<file path="config.mk">
export PLATFORM = sky130hd
export DESIGN_NAME = sort_by_distance_to_target
export DESIGN_NICKNAME = d
export VERILOG_FILES = /design/src/rtl/sbdt_pkg.sv /design/src/rtl/sbdt_cell.sv /design/src/rtl/sort_by_distance_to_target.sv
export SDC_FILE = /design/constraint.sdc
export NUM_CORES = 2
export LEC_CHECK = 0
export ABC_AREA = 1
export BUFFER_PORTS_ARGS = -buffer_cell sky130_fd_sc_hd__clkbuf_2
export CAP_MARGIN = 40
export CORE_UTILIZATION = 40
export CTS_CLUSTER_SIZE = 12
export DETAILED_ROUTE_END_ITERATION = 6
export GPL_TIMING_DRIVEN = 0
export PLACE_DENSITY = 0.58
export SETUP_SLACK_MARGIN = 0.02
export SYNTH_ARGS = -nofsm -noshare
export SYNTH_HDL_FRONTEND = slang
export SYNTH_HIERARCHICAL = 1
export SYNTH_SLANG_ARGS = --single-unit
</file>
<file path="constraint.sdc">
create_clock -name clk -period 6.75 [get_ports clk]
set_input_delay 1.35 -clock clk [delete_from_list [all_inputs] [get_ports clk]]
set_output_delay 1.35 -clock clk [all_outputs]
set_load 0.01 [all_outputs]
</file>
<file path="src/rtl/sbdt_pkg.sv">
package sbdt_pkg;

	localparam int CAPACITY    = 16;
	localparam int VALUE_WIDTH = 16;
	localparam int DIST_WIDTH  = VALUE_WIDTH + 1;

	typedef logic signed [VALUE_WIDTH-1:0] value_t;
	typedef logic        [DIST_WIDTH-1:0]  dist_t;

	// one slot of the ordered list
	typedef struct packed {
		logic   valid;
		value_t value;
		dist_t  distance;
	} entry_t;

	// broadcast to every cell of the row
	typedef struct packed {
		logic insert;   // place the new element this cycle
		logic shift;    // move the whole row one cell toward the head
	} cell_ctrl_t;

endpackage

</file>
<file path="src/rtl/sbdt_cell.sv">
module sbdt_cell (
	input  logic               clk,
	input  logic               arst_n,
	input  sbdt_pkg::cell_ctrl_t ctrl,
	input  sbdt_pkg::value_t   new_value,
	input  sbdt_pkg::dist_t    new_dist,
	input  logic               left_take,
	input  sbdt_pkg::entry_t   left_entry,
	input  sbdt_pkg::entry_t   right_entry,
	output logic               take,
	output sbdt_pkg::entry_t   entry
);

	logic              valid_q;
	sbdt_pkg::value_t  value_q;
	sbdt_pkg::dist_t   dist_q;

	// strict compare keeps equal distances in arrival order
	assign take  = !valid_q || (dist_q > new_dist);
	assign entry = '{valid: valid_q, value: value_q, distance: dist_q};

	always_ff @(posedge clk or negedge arst_n) begin
		if (!arst_n) begin
			valid_q <= 1'b0;
		end else if (ctrl.insert && take) begin
			valid_q <= left_take ? left_entry.valid : 1'b1;
		end else if (ctrl.shift) begin
			valid_q <= right_entry.valid;
		end
	end

	always_ff @(posedge clk) begin
		if (ctrl.insert && take) begin
			if (left_take) begin
				value_q <= left_entry.value;
				dist_q  <= left_entry.distance;
			end else begin
				value_q <= new_value;
				dist_q  <= new_dist;
			end
		end else if (ctrl.shift) begin
			value_q <= right_entry.value;
			dist_q  <= right_entry.distance;
		end
	end

endmodule

</file>
<file path="src/rtl/sort_by_distance_to_target.sv">
// Stable sort of a set of signed values by absolute distance to a target.
//
// Input stream (s_axis_*): one value per beat, s_axis_tlast on the final
// value of a set. Each beat is inserted into a row of
// CAPACITY cells kept ordered by |value - target|; equal distances stay in
// arrival order. A non-last beat produces no output.
// On the last beat the row turns into a drain: the next cycle the head cell
// is shown on m_axis_*, and every accepted output beat shifts the row one
// cell toward the head. m_axis_tlast marks the final stored value and
// m_axis_tuser (dropped) is set on every beat of a set in which a value was
// discarded because all CAPACITY cells were full.
// Throughput: one input beat per cycle while collecting; one output beat
// per cycle while draining and m_axis_tready is high. s_axis_tready is
// low during the drain, so a new set starts once the previous one is
// fully delivered. If the receiver stalls, the row holds.
// target is written through target_we/target_wdata, by the user only while
// idle (not enforced); stored entries keep the distance computed at arrival.
// Reset clears all cell valid bits, the drop flag, the drain flag and
// sets target to zero; no clearing pass is needed.
module sort_by_distance_to_target (
	input  logic        clk,
	input  logic        arst_n,
	// configuration
	input  logic        target_we,
	input  logic [15:0] target_wdata,    // target
	// input stream
	input  logic        s_axis_tvalid,
	output logic        s_axis_tready,
	input  logic [15:0] s_axis_tdata,    // [15:0] value
	input  logic        s_axis_tlast,
	// output stream
	output logic        m_axis_tvalid,
	input  logic        m_axis_tready,
	output logic [15:0] m_axis_tdata,    // [15:0] value_res
	output logic        m_axis_tlast,
	output logic        m_axis_tuser     // [0] dropped
);

	localparam int N = sbdt_pkg::CAPACITY;
	localparam int W = sbdt_pkg::VALUE_WIDTH;
	localparam int D = sbdt_pkg::DIST_WIDTH;

	sbdt_pkg::value_t     target_q;
	logic                 draining_q;
	logic                 overflow_q;

	sbdt_pkg::cell_ctrl_t ctrl;
	sbdt_pkg::value_t     new_value;
	sbdt_pkg::dist_t      new_dist;
	logic signed [D-1:0]  diff;

	logic                 take   [N];
	sbdt_pkg::entry_t     entry  [N+1];

	logic                 s_beat;
	logic                 m_beat;
	logic                 full;

	// Hold the target.
	always_ff @(posedge clk or negedge arst_n) begin
		if (!arst_n) begin
			target_q <= '0;
		end else if (target_we) begin
			target_q <= sbdt_pkg::value_t'(target_wdata);
		end
	end

	// Full-width distance: one extra bit keeps the difference exact.
	assign new_value = sbdt_pkg::value_t'(s_axis_tdata[W-1:0]);
	assign diff      = {new_value[W-1], new_value} - {target_q[W-1], target_q};
	assign new_dist  = diff[D-1] ? sbdt_pkg::dist_t'(-diff) : sbdt_pkg::dist_t'(diff);

	assign s_axis_tready = !draining_q;
	assign s_beat        = s_axis_tvalid && s_axis_tready;
	assign m_beat        = m_axis_tvalid && m_axis_tready;
	assign full          = entry[N-1].valid;

	// Drop an element when every cell is taken.
	assign ctrl.insert = s_beat && !full;
	assign ctrl.shift  = m_beat;

	// Past the tail the row reads as empty.
	assign entry[N] = '{valid: 1'b0, value: '0, distance: '0};

	for (genvar i = 0; i < N; i++) begin : g_cell
		if (i == 0) begin : g_head
			sbdt_cell u_cell (
				.clk        (clk),
				.arst_n     (arst_n),
				.ctrl       (ctrl),
				.new_value  (new_value),
				.new_dist   (new_dist),
				.left_take  (1'b0),
				.left_entry (entry[N]),
				.right_entry(entry[1]),
				.take       (take[0]),
				.entry      (entry[0])
			);
		end else begin : g_body
			sbdt_cell u_cell (
				.clk        (clk),
				.arst_n     (arst_n),
				.ctrl       (ctrl),
				.new_value  (new_value),
				.new_dist   (new_dist),
				.left_take  (take[i-1]),
				.left_entry (entry[i-1]),
				.right_entry(entry[i+1]),
				.take       (take[i]),
				.entry      (entry[i])
			);
		end
	end

	// Present the head cell while draining.
	assign m_axis_tvalid = draining_q && entry[0].valid;
	assign m_axis_tdata  = 16'(entry[0].value);
	assign m_axis_tlast  = !entry[1].valid;
	assign m_axis_tuser  = overflow_q;

	// Enter drain on the last beat, close the set on the final output beat.
	always_ff @(posedge clk or negedge arst_n) begin
		if (!arst_n) begin
			draining_q <= 1'b0;
			overflow_q <= 1'b0;
		end else begin
			if (s_beat && full) begin
				overflow_q <= 1'b1;
			end
			if (s_beat && s_axis_tlast) begin
				draining_q <= 1'b1;
			end
			if (m_beat && m_axis_tlast) begin
				draining_q <= 1'b0;
				overflow_q <= 1'b0;
			end
		end
	end

endmodule
</file>
Word-level counts from Yosys, hierarchy flattened. Index checks and enable logic that the tools add are counted.

Register bits: 562. Input port bits: 38. Word-level logic and storage cells: 289.

$add $sub $neg: 2. Magnitude comparators: 16. Muxes and demuxes: 146. Reduce and logical (&&, ||, !) cells: 74.

Operators by type and width (number): 17-bit two-way mux (48); 16-bit two-way mux (47); 17-bit > comparator (16); 1-bit two-way mux (51); 2-bit nonzero test (18); 1-bit logical AND (23); 1-bit logical NOT (17); 17-bit negator (1); 16-bit by 16-bit subtractor with 17-bit output (1); 1-bit logical OR (16).

Logic depth before layout (Yosys ltp).
Word-level depth: 7. Mapped depth: 35. Gate-level depth less buffers: 33.

Hierarchy. Netlist, hierarchy kept.

Modules (own cells, without submodules): sbdt_cell (g_cell[0].g_head.u_cell ...) (instances 10, cells an instance 258, area each 2253.4 um^2, seq. area each 1016.0 um^2); sbdt_cell (g_cell[5].g_body.u_cell ...) (instances 5, cells an instance 254, area each 2239.6 um^2, seq. area each 1016.0 um^2); sort_by_distance_to_target (instances 1, cells an instance 379, area each 2258.4 um^2, seq. area each 450.4 um^2); sbdt_cell (g_cell[12].g_body.u_cell) (instances 1, cells an instance 252, area each 2235.9 um^2, seq. area each 1016.0 um^2).

Worst setup path after synthesis. Ideal clock, no wire load.

Path type: input-to-reg. Start point: input s_axis_tdata[0]. End point: register g_cell[10].g_body.u_cell.dist_q[0], enable pin. Setup time: 391 ps. Data arrival time: 5684 ps. Required time: 6359 ps. Setup slack: 676 ps. Cell stages on the path: 25. Path through: inv_1 ha_1 fa_1 inv_1 nand2_2 nand2_2 nand3_1 nand2_2 nand3_1 nand3_1 nand2_4 buf_6 o21ai_0 inv_1 ha_1 nand2_1 nor2_1 nand2_1 nand3b_1 nand3_1 nand2_1 nand2_2 nand2_2 buf_2 nand2_1.

RTL lines: start: declaration (line sort_by_distance_to_target.sv:29) `input logic [15:0] s_axis_tdata,`; end signal: assignment (line sbdt_cell.sv:36) `dist_q <= left_entry.distance;`; end signal: assignment (line sbdt_cell.sv:39) `dist_q <= new_dist;`; end signal: assignment (line sbdt_cell.sv:43) `dist_q <= right_entry.distance;`; end: declaration (line sbdt_cell.sv:16) `sbdt_pkg::dist_t dist_q;`.

==> results.json <==
{
  "layout.cells.non_filler": 6030,
  "ys_seq_area_share_pct": 43.70,
  "synth_edf_count": 528,
  "ir_drop_mv": 0.2412,
  "place_congestion": 0.8475,
  "avgSynthCellArea_um2": 8.531,
  "clkTransAtPathRegs_ns": 0.06,
  "cp_slowest_cell": "xnor2_2",
  "dp_hpwl_um": 87620,
  "synth_common_cells": "nand2_1 (1356), o21ai_0 (648), edfxtp_1 (528)",
  "num_io_pins": 58,
  "insertion_delay_ns": 0.63,
  "cap_viol_max_count": 0,
  "synthAdderAreaFrac_pct": 9.512,
  "antenna_found_initial": 0,
  "min-delay-start": "m_axis_tuser",
  "placed_cell_area_mm2": 0.04117,
  "p_leak_nw": 20.59,
  "hold_violations": 0,
  "fin_crit_ns": 6.375,
  "die_x_um": 311.1,
  "core-area_mm2": 0.09487,
  "vias_per_cell": 5.111,
  "ant_nets": 0,
  "slew_viol_final": 0,
  "wl_per_cell_um": 18.26,
  "drc": 0,
  "synthMuxAreaShare_pct": 7.152,
  "async_flop_share_pct": 6.050,
  "critical_path_class": "input port to flop",
  "crit_path_start": "s_axis_tdata[0]",
  "rows": 113,
  "grt_overflow": 0,
  "yosys.area.top_type": "edfxtp_1",
  "final_nets": 5038,
  "num-fill-cells": 9298,
  "yosysWarnings": 6,
  "vias": 30817,
  "timing.rr.start": "target_q[0]",
  "worstPathArrival_ns": 6.72,
  "postRouteWirelength_um": 110100,
  "timing.clock.skew_ns": 0.02954,
  "synth_xor_area_share_pct": 0.2291,
  "dr.pass1.iters": 6,
  "period_share_pct": 94.45,
  "grt_pass1_vias": 29840,
  "ys_types": 36,
  "whs_ns": 0.5074,
  "grt_pass1_wl_um": 170600,
  "power_density_mw_per_mm2": 455.1,
  "fin_area_mm2": 0.04342,
  "cts.sinks": 562,
  "setup_violations": 0,
  "htree_levels": 3,
  "grt_max_degree": 34,
  "cts_root_buf": "clkbuf_16",
  "syn2layout_area_growth_pct": 13.59,
  "required_ns": 7.09,
  "fmax_mhz": 156.9,
  "synth_area_leaders": "edfxtp_1 (41%), nand2_1 (13%), ha_1 (9.5%), o21ai_0 (8.5%), mux2i_1 (7.1%)",
  "drt-initial-drc-count": 2092,
  "cts_made_buffers": 69,
  "yosysTopAreaCellShare_pct": 41.48,
  "final_layout_size_suffix_gt1_share_pct": 11.37,
  "synth-compound-area-share_pct": 12.96,
  "yosysMostFrequentCell": "nand2_1",
  "cpPeakStageDelay_ns": 0.50,
  "critPathCaptureType": "flop",
  "tightest_slew_ns": 0.8878,
  "die-area_mm2": 0.09681,
  "synthesis.area_mm2": 0.03823,
  "antenna_cells": 0,
  "synth_cells": 4481,
  "outcome": "finished, final reports clean",
  "path_max_fanout": 17,
  "grt_use_total_pct": 22.45,
  "cp_common_cell": "nand2_1",
  "synth_ff_type": "edfxtp_1",
  "max_slew_margin_pct": 40.61,
  "die_h_um": 311.1,
  "synth_top_family_by_area": "simple AND/OR/NAND/NOR gates",
  "ys_ff_latch": 562,
  "portBuffers": 57,
  "grt_setup_unrepaired": "false",
  "initial_core_util_pct": 40.29,
  "cts_tree": "built",
  "start_kind": "input port",
  "dpl.cell_count": 5901,
  "cts_buffer_depth": 3,
  "hold_path_class": "flop to flop",
  "synthSimpleGateAreaFrac_pct": 18.37
}
[routing by layer]
layer / global-route usage, % / vias up / share of wire [%]
met5: 0 / - / 0
met4: 5.833 / 0 / 2.5
met3: 2.766 / 134 / 4.5
met2: 36.69 / 654 / 46
met1: 31.38 / 14507 / 47
li1: - / 15522 / -
[placed cells by master (no fill, tap or decap), types with 17 or more instances in the layout]
| master | netlist | final |
|---|---|---|
| clkbuf_16 | 0 | 73 |
| conb_1 | 1 | 69 |
| nand2_1 | 1356 | 1341 |
| inv_1 | 486 | 484 |
| clkbuf_2 | 0 | 56 |
| nand3_2 | 19 | 19 |
| ha_1 | 289 | 289 |
| buf_6 | 33 | 35 |
| dfrtp_1 | 34 | 34 |
| clkbuf_1 | 83 | 102 |
| nand2_2 | 51 | 66 |
| o21ai_0 | 648 | 647 |
| nor2_2 | 21 | 20 |
| inv_2 | 15 | 17 |
| nand3_1 | 107 | 107 |
| o21ai_1 | 80 | 80 |
| a21oi_1 | 99 | 99 |
| edfxtp_1 | 528 | 528 |
| o21ai_2 | 80 | 81 |
| mux2i_1 | 272 | 272 |
| buf_2 | 80 | 81 |
| nand4_1 | 20 | 20 |
| buf_4 | 16 | 19 |
| nor2_1 | 103 | 101 |
[per-stage QoR]
stage,setup slack [ns],power [mW],setup TNS [ns],util [%]
CTS,0.1320,19.84,0,45.71
global route,0.03758,21.34,0,45.77
global placement,-2.704,15.60,-2331.02,42.53
floorplan,0.6755,12.90,0,-
detailed placement,-0.7166,16.11,-402.14,43.40
finish,0.3750,19.76,0,45.77
[what timing repair did]
| action | in CTS | in global routing |
|---|---|---|
| endpoints found under the setup margin | 72 | 490 |
| hold buffers | 0 | 0 |
| pin swaps | 0 | 1 |
| buffers inserted | 0 | 3 |
| resized for setup | 1 | 11 |
[where the power goes]
part	total [mW]	internal (mW)	switching [mW]	leakage [nW]
registers	6.71	5.75	0.954	5.34
clock network	3.66	2.13	1.53	1.07
logic	9.40	3.36	6.03	14.2
total	19.8	11.2	8.51	20.6
[cell type report]
class,instances,area (um^2),area share [%]
multi-input combinational,3274,18870,43.47
sequential,562,16710,38.48
clock buffer,98,1981,4.562
inverter,501,1881,4.331
tap,1265,1583,3.645
buffer,212,1204,2.772
timing repair buffer,90,983.4,2.265
clock inverter,28,210.2,0.4841
[sequential cells by signal (all words and copies together), names as in the netlist]
| signal | count |
|---|---|
| g_cell.g_body.u_cell/valid_q | 15 |
| draining_q | 1 |
| target_q | 16 |
| g_cell.g_head.u_cell/dist_q | 17 |
| m_axis_tuser | 1 |
| g_cell.g_body.u_cell/value_q | 240 |
| g_cell.g_head.u_cell/value_q | 16 |
| g_cell.g_head.u_cell/valid_q | 1 |
| g_cell.g_body.u_cell/dist_q | 255 |
[worst max-delay path: cells and delay by family]
kind / cells / cell delay (ns)
buf+inv: 9 / 1.95
fa+ha+maj: 3 / 0.96
simple gates: 20 / 1.59
compound gates: 2 / 0.30
xor+xnor: 1 / 0.50
[cells by family (layout without fill, tap and decap cells)]
family,Yosys count,after routing
XOR/XNOR,10,10
AO/OA/AOI/OAI,922,922
other,1,69
flip-flops,562,562
buffers and inverters,713,929
adder cells (fa/ha/maj),290,290
multiplexers,273,273
AND/OR/NAND/NOR,1710,1710
[worst paths after layout]
kind / endpoint / slack, ns / depth (start not counted)
worst max-delay path: g_cell[7].g_body.u_cell/dist_q[7] / 0.37 / 35
worst min-delay path: m_axis_tuser / 0.51 / 2
worst max register to register: g_cell[7].g_body.u_cell/dist_q[7] / 1.20 / 33
worst min register to register: m_axis_tuser / 0.51 / 2
max in group asynchronous: g_cell[6].g_body.u_cell/valid_q / 5.54 / 2
min in group asynchronous: g_cell[2].g_body.u_cell/valid_q / 0.66 / 1
No activity file was read; power rests on OpenSTA's default activity.
